--- src/quaternion_arith_unit_macros.svh ---
// assertion helpers
`ifndef QUATERNION_ARITH_UNIT_MACROS_SVH
`define QUATERNION_ARITH_UNIT_MACROS_SVH
`define QAU_ASSERT_IMPL(lbl, a, c) \
    lbl: assert property (@(posedge aclk) disable iff (!aresetn) (a) |-> (c)) \
        else $error("qau check failed");
`define QAU_ASSERT_NEXT(lbl, a, c) \
    lbl: assert property (@(posedge aclk) disable iff (!aresetn) (a) |=> (c)) \
        else $error("qau check failed");
`endif

--- src/qau_pkg.sv ---
package qau_pkg;
    localparam int FRAC_BITS = 13;
    localparam int CORDIC_STEPS = 16;
    localparam int CF_BITS = 30;
    localparam int AW = 34;
    localparam logic signed [33:0] CORDIC_GAIN = 34'sd652032874;

    typedef enum logic [2:0] {
        FN_ADD = 3'd0, FN_SUB = 3'd1, FN_MUL = 3'd2, FN_AXIS = 3'd3, FN_MAT = 3'd4
    } func_t;

    typedef logic signed [15:0] comp_t;

    // cell payload: Hamilton/matrix terms and CORDIC vector
    typedef struct packed {
        logic        vld;
        logic [2:0]  fn;
        comp_t       ax, ay, az, aw;
        comp_t       bx, by, bz, bw;
        logic signed [AW-1:0] cx, cy, th;
    } cell_t;

    function automatic logic signed [AW-1:0] atan_val(input logic [4:0] i);
        logic signed [AW-1:0] t [32];
        t = '{34'sd536870912, 34'sd316933406, 34'sd167458907, 34'sd85004756,
              34'sd42667331, 34'sd21354465, 34'sd10679838, 34'sd5340245,
              34'sd2670163, 34'sd1335087, 34'sd667544, 34'sd333772,
              34'sd166886, 34'sd83443, 34'sd41722, 34'sd20861, 34'sd10430,
              34'sd5215, 34'sd2608, 34'sd1304, 34'sd652, 34'sd326, 34'sd163,
              34'sd81, 34'sd41, 34'sd20, 34'sd10, 34'sd5, 34'sd3, 34'sd1,
              34'sd1, 34'sd0};
        return t[i];
    endfunction

    function automatic comp_t sat16(input logic signed [63:0] v);
        if (v > 64'sd32767) return 16'sh7fff;
        if (v < -64'sd32768) return 16'sh8000;
        return v[15:0];
    endfunction

    function automatic logic signed [63:0] rshr(input logic signed [63:0] v, input int s);
        if (s == 0) return v;
        return (v + (64'sd1 <<< (s - 1))) >>> s;
    endfunction
endpackage

--- src/qau_cell.sv ---
module qau_cell
    import qau_pkg::*;
(
    input  logic       aclk,
    input  logic       aresetn,
    input  logic       en,
    input  logic [4:0] step,
    input  cell_t      d,
    output cell_t      q
);
    cell_t q_reg, q_next;
    logic signed [AW-1:0] dx, dy;

    always_comb begin
        q_next = d;
        dx = d.cy >>> step;
        dy = d.cx >>> step;
        if (d.fn == FN_AXIS) begin
            if (d.th >= 0) begin
                q_next.cx = d.cx - dx;
                q_next.cy = d.cy + dy;
                q_next.th = d.th - atan_val(step);
            end else begin
                q_next.cx = d.cx + dx;
                q_next.cy = d.cy - dy;
                q_next.th = d.th + atan_val(step);
            end
        end
    end

    always_ff @(posedge aclk) begin
        if (!aresetn) begin
            q_reg <= '0;
        end else if (en) begin
            q_reg <= q_next;
        end
    end
    assign q = q_reg;
endmodule

--- config.mk ---
export PLATFORM = sky130hd
export DESIGN_NAME = qau_cell
export DESIGN_NICKNAME = d
export VERILOG_FILES = /design/src/quaternion_arith_unit_macros.svh /design/src/qau_pkg.sv /design/src/qau_cell.sv
export SDC_FILE = /design/constraint.sdc
export NUM_CORES = 1
export LEC_CHECK = 0
export BUFFER_PORTS_ARGS = -buffer_cell sky130_fd_sc_hd__buf_2
export CORE_ASPECT_RATIO = 1.5
export CORE_MARGIN = 2
export CORE_UTILIZATION = 30
export CTS_CLUSTER_DIAMETER = 60
export DETAILED_ROUTE_END_ITERATION = 10
export SLEW_MARGIN = 20
export SYNTH_ARGS = -nofsm -noshare
export SYNTH_HDL_FRONTEND = slang
export SYNTH_SLANG_ARGS = --single-unit
--- constraint.sdc ---
create_clock -name aclk -period 11.1 [get_ports aclk]
set_input_delay 1.11 -clock aclk [delete_from_list [all_inputs] [get_ports aclk]]
set_output_delay 1.11 -clock aclk [all_outputs]
set_load 0.03 [all_outputs]
==> out/results.ini, run 1 <==
[outcome]
outcome = finished, final reports clean

[sta]
achievable-frequency_mhz = 127
post_route_setup_tns_ns = 0
worst_pin_slew_ns = 1.07
timing.slew.headroom_pct = 28.3
final.setup_skew_ns = 0
slew_viol_final = 0
period_needed_ns = 7.89
setup_violations = 0
min_period_over_period_pct = 71.1
setup_repair_after_global_routing_missed_its_margin = false
hold_violation_count_in_the_final_report = 0

[route]
drc = 0
postRouteAntennaNets = 0
routed_via_density = 5.76
drtPass1Iterations = 7
routed-via-count = 22792
total_wire_length_um = 96200
drt_iter0_markers = 2046
drt-wirelength-per-cell_um = 24.3

[die]
dieArea_um2 = 74400
design.core.area_um2 = 71500
die_h_um = 333
start_util_pct = 30.3
placement_rows = 120
pin_count = 476
dieWidth_um = 223

[worst_setup_path]
cpMaxStageDelayCell = sky130_fd_sc_hd__clkinv_1
crit_family = compound AO/OA/AOI/OAI gates
timing.critical_path.cells = buf_4 -> clkinv_1 -> ha_1 -> nand2_1 -> a21boi_0 -> mux4_2 -> ha_1 -> nand3_1 -> nor3_1 -> nand2_1 -> nand2_1 -> xor2_1 -> ha_1 -> a21o_1 -> a21oi_1 -> nor2b_1 -> o41ai_1 -> a311oi_1 -> a31oi_1 -> a21boi_0 -> o41ai_1 -> o21ai_0 -> mux2_2 -> a311oi_1
critPathArrivalTime_ns = 8.37
timing_worst_setup_path_type = in2reg
data_required_time_at_the_worst_endpoint_ns = 11.58
worst_setup_sp_type = primary input
slowest_delay_ns = 0.93
r2r.worst_path.cells = 2
cp.buffers_inverters = 2
path_max_fanout = 52
endpoint_kind = register
number_of_stages_on_the_worst_setup_path = 24

[place]
place_congestion = 1.07
dpl.hpwl_um = 74100
portBuffers = 475
postPlaceCellArea_um2 = 24500

[yosys]
synth.ff_latch_count = 234
async_reset_ff_share_pct = 0
ranking_of_synthesized_cells_by_instance_count = 331 x sky130_fd_sc_hd__nor2_1, 285 x sky130_fd_sc_hd__nand2_1, 234 x sky130_fd_sc_hd__dfxtp_1
yosys_warnings = 0
synth_fa_ha_area_share_pct = 6.64
yosys.area.top_type = sky130_fd_sc_hd__dfxtp_1
synth_cell_types = 97
synth-main-ff-cell = sky130_fd_sc_hd__dfxtp_1
synth.mux.area_fraction_pct = 20.1
synth_top_family_by_area = compound AO/OA/AOI/OAI gates
yosys.area_share.simple_pct = 17.6
synth-compound-area-share_pct = 22.4
most_common_cell_in_the_netlist = sky130_fd_sc_hd__nor2_1
synth_enable_flop_cells = 0
seq_area_frac_synth_pct = 21.6
synthesis.instances = 2674
synth_area_um2 = 21600
syn-mean-instance-area_um2 = 8.09
synth.top_cell.area_share_pct = 21.6
yosys.area_share.xor_xnor_pct = 6.56
synth_top_cells_by_area = sky130_fd_sc_hd__dfxtp_1 22%, sky130_fd_sc_hd__mux2i_1 9.9%, sky130_fd_sc_hd__mux4_2 7.8%
synth.net_count = 3029

[run]
max_cap_viol_count = 0

[finish]
area_growth_syn_to_layout_pct = 17.6
largest_register_ffs = 234
final_layout_size_suffix_gt1_share_pct = 23.0
finalNetCount = 3370
stdcell_area_um2 = 25500

[power]
seq_power_share_pct = 28.0
cell_internal_pwr_uw = 1970
swShare_pct = 40.5
netsw_uw = 1340
ir_drop_uv = 101
p_comb_share_pct = 44.2
p_leak_uw = 0.0114
pwr-share-clk_pct = 27.9
power_per_cell_area_nw_per_um2 = 130

[grt]
gr-usage-all-layers_pct = 24.7
grt_max_degree = 150
number_of_global_route_vias_before_repair = 21606
gr_overflow_total = 0
antenna_found_initial = 12
grt_pass1_wl_um = 140000

[clocking]
cts_root_buffer = sky130_fd_sc_hd__clkbuf_16
insertion_delay_to_the_later_sink_of_the_worst_skew_pair_ns = 0.55
holdBufCountCts = 0
cts_post_setup_buffers_inserted = 0
cts_tree = done
cts_inserted_buffers = 26
cts.sinks = 234
clk_transition_reported_paths_ns = 0.07
post_cts_resized = 0
clock_tree.htree_level_count = 1
max-clock-path-buffers = 3

[min_path]
hold_depth = 2
worstHoldPathType = reg2reg

## stage by stage
| step | worst slack, ns | power (uW) | utilization (%) | hold WS (ns) | cells |
|---|---|---|---|---|---|
| 6_report | 3.21 | 3310 | 35.6 | 0.479 | 3954 |
| 5_1_grt | 2.51 | 3500 | 35.6 | 0.502 | 3952 |
| 4_1_cts | 3.31 | 3340 | 35.6 | 0.482 | 3950 |
| 3_5_place_dp | 2.68 | 2390 | 34.3 | 0.474 | 3902 |
| 3_3_place_gp | 2.87 | 2390 | 34.3 | 0.463 | 3902 |
| 2_1_floorplan | 4.51 | 1970 | - | 0.604 | 2674 |
## worst register-to-register path, stage by stage (launching register included)
cell	delay (ns)
sky130_fd_sc_hd__dfxtp_1	0.48
sky130_fd_sc_hd__o21ai_0	0.13
sky130_fd_sc_hd__o32ai_1	0.26
## layer usage
layer  vias to the layer above  share of wire, %  GRT usage (%)
met5                         -             0.051              0
met4                        10               7.1           15.3
met3                       345               8.5           4.99
met2                      1273                49           43.8
met1                     10613                36           26.9
li1                      10551                 -              -
## final timing paths
| path | slack [ns] | to | start |
|---|---|---|---|
| worst max register to register | 10.13 | q[66] | q[66] |
| worst max-delay path | 3.21 | q[29] | step[0] |
| worst min-delay path | 0.48 | q[87] | q[87] |
| worst min register to register | 0.48 | q[87] | q[87] |
## final cells by class
class / count / area, um^2
Antenna cell: 4 / 10.0
Clock buffer: 31 / 689
Clock inverter: 17 / 238
Fill cell: 7580 / 46000
Inverter: 45 / 174
Multi-Input combinational cell: 2204 / 15900
Sequential cell: 234 / 4680
Tap cell: 915 / 1140
Timing Repair Buffer: 504 / 2620
## kinds of logic (layout without fill, tap and decap cells)
kind of cell               count (synthesis)  in the layout
and+or+nand+nor                          860            860
AOI/OAI and AO/OA                        738            738
muxes                                    331            331
buffers and inverters                    236            597
DFF                                      234            234
xor gates and xnor gates                 162            162
adders and majority gates                113            113
other                                      0              4
## power groups by stage
stage	Clock [uW]	Sequential [uW]	Combinational, uW
after floorplan	0	1060	914
after global placement	0	945	1440
after detailed placement	0	947	1440
after CTS	958	928	1450
after global routing	984	934	1590
final	923	928	1460
## cell usage in the layout, fill, tap and decap left out, types with 24 or more instances in the layout
cell,count
sky130_fd_sc_hd__a211oi_1,24
sky130_fd_sc_hd__a21o_1,48
sky130_fd_sc_hd__a21oi_1,171
sky130_fd_sc_hd__a311oi_1,50
sky130_fd_sc_hd__a31oi_1,39
sky130_fd_sc_hd__buf_2,470
sky130_fd_sc_hd__buf_4,33
sky130_fd_sc_hd__clkbuf_16,26
sky130_fd_sc_hd__dfxtp_1,234
sky130_fd_sc_hd__ha_1,110
sky130_fd_sc_hd__inv_1,42
sky130_fd_sc_hd__mux2_2,34
sky130_fd_sc_hd__mux2i_1,214
sky130_fd_sc_hd__mux4_2,75
sky130_fd_sc_hd__nand2_1,285
sky130_fd_sc_hd__nand2b_1,37
sky130_fd_sc_hd__nand3_1,42
sky130_fd_sc_hd__nor2_1,330
sky130_fd_sc_hd__nor2b_1,28
sky130_fd_sc_hd__nor3_1,42
sky130_fd_sc_hd__o21ai_0,175
sky130_fd_sc_hd__o22ai_1,32
sky130_fd_sc_hd__xnor2_1,86
sky130_fd_sc_hd__xor2_1,76
Power figures use the tool's default switching activity.
==> run 2, diff against run 1 <==
ABC_AREA = 1   (was default)
clock period = 6.5 ns   (was 11.1 ns; I/O delays follow)
==> run 2 against run 1 <==
Compared with the run above: critical path type unchanged; global-route usage fell by 0.71 points; via count rose by 7.0%; largest power group unchanged; wire length fell by 5.5%; die area fell by 2.9%; critical path depth rose by 9; combinational power rose by 69%; sequential share of layout area rose by 0.39 points; clock skew did not move.
==> out/results.ini, run 2 <==
[yosys]
synthesis.instances = 3472
synth.ff_latch_count = 234
synth-main-ff-cell = sky130_fd_sc_hd__dfxtp_1
synth_area_um2 = 21000
ranking_of_synthesized_cells_by_instance_count = 875 x sky130_fd_sc_hd__nand2_1, 490 x sky130_fd_sc_hd__nor2_1, 378 x sky130_fd_sc_hd__nand3_1
async_reset_ff_share_pct = 0
syn-mean-instance-area_um2 = 6.05
yosys.area.top_type = sky130_fd_sc_hd__dfxtp_1
synth_enable_flop_cells = 0
synth.top_cell.area_share_pct = 22.3
seq_area_frac_synth_pct = 22.3
synth_top_cells_by_area = sky130_fd_sc_hd__dfxtp_1 22%, sky130_fd_sc_hd__nand2_1 16%, sky130_fd_sc_hd__nand3_1 9.0%
synth.net_count = 3827
most_common_cell_in_the_netlist = sky130_fd_sc_hd__nand2_1
yosys_warnings = 0
synth_cell_types = 60

[grt]
gr_overflow_total = 0
antenna_found_initial = 13
grt_pass1_wl_um = 134000
number_of_global_route_vias_before_repair = 23361
gr-usage-all-layers_pct = 24.0
grt_max_degree = 152

[place]
portBuffers = 475
dpl.hpwl_um = 72900
numPlacedInstances = 4700
place_congestion = 0.958
postPlaceCellArea_um2 = 24000

[finish]
area_growth_syn_to_layout_pct = 18.7
stdcell_area_um2 = 24900
postLayoutCoreUtil_pct = 36.0
most_common_cell_after_layout_fill_and_taps_aside = sky130_fd_sc_hd__nand2_1
final-instance-count-excl-fill = 4756
largest_register_ffs = 234
finalNetCount = 4186
leading_cell_types_in_the_layout_fill_and_taps_excluded = 875 x sky130_fd_sc_hd__nand2_1, 488 x sky130_fd_sc_hd__nor2_1, 473 x sky130_fd_sc_hd__buf_2, 378 x sky130_fd_sc_hd__nand3_1, 248 x sky130_fd_sc_hd__o21ai_0
final_layout_size_suffix_gt1_share_pct = 16.9

[die]
design.core.area_um2 = 69200
dieArea_um2 = 72200
dieWidth_um = 220
start_util_pct = 30.3
placement_rows = 118
pin_count = 476
die_h_um = 328

[clocking]
cts_inserted_buffers = 29
cts_post_setup_buffers_inserted = 0
cts_tree = done
clock_tree.htree_level_count = 1
cts_root_buffer = sky130_fd_sc_hd__clkbuf_16
insertion_delay_to_the_later_sink_of_the_worst_skew_pair_ns = 0.59
holdBufCountCts = 0
cts.sinks = 234
post_cts_resized = 0
clk_transition_reported_paths_ns = 0.06
max-clock-path-buffers = 3

[worst_setup_path]
path_max_fanout = 52
r2r_start = q[26]
cpMaxStageDelayCell = sky130_fd_sc_hd__buf_4
worst_setup_sp_type = primary input
path_common_cell = sky130_fd_sc_hd__nand2_1
r2r.worst_path.cells = 2
data_required_time_at_the_worst_endpoint_ns = 7.00
slowest_delay_ns = 0.45
critical_path.reg2reg.endpoint = q[26]
critical_path.startpoint = step[0]
critPathArrivalTime_ns = 5.62
endpoint = q[97]
timing.reg2reg.setup_slack_ns = 5.67
timing_worst_setup_path_type = in2reg
endpoint_kind = register

[route]
drt-wirelength-per-cell_um = 19.1
drt_iter0_markers = 1699
routed-via-count = 24385
postRouteAntennaNets = 0
routed_via_density = 5.13
drtPass1Iterations = 7
total_wire_length_um = 91000
drc = 0

[min_path]
worstHoldPathType = in2reg

[sta]
setup_violations = 0
hold_slack_ns = 0.274
setup_repair_after_global_routing_missed_its_margin = false
post_route_setup_tns_ns = 0
period_needed_ns = 5.11
worst_pin_slew_ns = 0.813
final.setup_skew_ns = 0
min_period_over_period_pct = 78.6
achievable-frequency_mhz = 196
hold_violation_count_in_the_final_report = 0
timing.slew.headroom_pct = 45.8
slew_viol_final = 0

[outcome]
outcome = finished, final reports clean

[power]
cell_internal_pwr_uw = 3250
p_comb_share_pct = 43.5
pwr-share-clk_pct = 28.6
ir_drop_uv = 199
seq_power_share_pct = 27.9
netsw_uw = 2430
power_per_cell_area_nw_per_um2 = 228
p_leak_uw = 0.0125
swShare_pct = 42.8

[run]
max_cap_viol_count = 0

run 2: kinds of logic after synthesis:
logic type | Yosys count | synth area share, %
adders and majority gates | 113 | 6.84
DFF | 234 | 22.3
xor gates and xnor gates | 155 | 6.46
and+or+nand+nor | 1858 | 37.3
buffers and inverters | 434 | 8.78
AOI/OAI and AO/OA | 678 | 18.4
run 2: power by group through the flow:
| stage | Clock (uW) | Sequential, uW | Combinational [uW] |
|---|---|---|---|
| floorplan | 0 | 1810 | 1540 |
| global placement | 0 | 1620 | 2470 |
| detailed placement | 0 | 1620 | 2460 |
| CTS | 1680 | 1590 | 2470 |
| global route | 1730 | 1600 | 2740 |
| finish | 1620 | 1590 | 2470 |
run 2: how the worst min path moves through the flow:
stage                       from      to  slack [ns]  depth (start not counted)
after floorplan            q[32]   q[32]        0.59                          2
after global placement     q[39]   q[39]        0.45                          2
after detailed placement   q[66]   q[66]        0.45                          2
after CTS                 d[227]  q[227]        0.24                          3
after global routing      d[227]  q[227]        0.25                          3
final                     d[216]  q[216]        0.27                          3
run 2: final cells by class:
class                      count  area (um^2)
fill                        7825        44300
multi-input combinational   2804        14500
sequential                   234         4680
timing repair buffer         511         2720
tap                          900         1130
inverter                     251          953
clock buffer                  34          764
clock inverter                19          189
antenna                        3         7.51
run 2: layer usage:
metal | share of wire, % | track usage (%)
met4 | 7.6 | 16.4
met5 | 0.079 | 0
met3 | 5.6 | 3.50
met2 | 51 | 45.3
met1 | 36 | 23.9
run 2: stage by stage:
| step | setup WS, ns | total power, uW |
|---|---|---|
| after floorplan | 1.88 | 3360 |
| after global placement | 1.02 | 4080 |
| after detailed placement | 0.846 | 4080 |
| after CTS | 1.45 | 5740 |
| after global routing | 0.824 | 6070 |
| final | 1.39 | 5680 |
run 2: worst max-delay path, delay by kind of cell:
| family | cells | cell delay, ns |
|---|---|---|
| fa+ha+maj | 2 | 0.54 |
| compound gates | 9 | 1.65 |
| buf+inv | 7 | 0.85 |
| xor+xnor | 1 | 0.10 |
| simple gates | 14 | 1.81 |
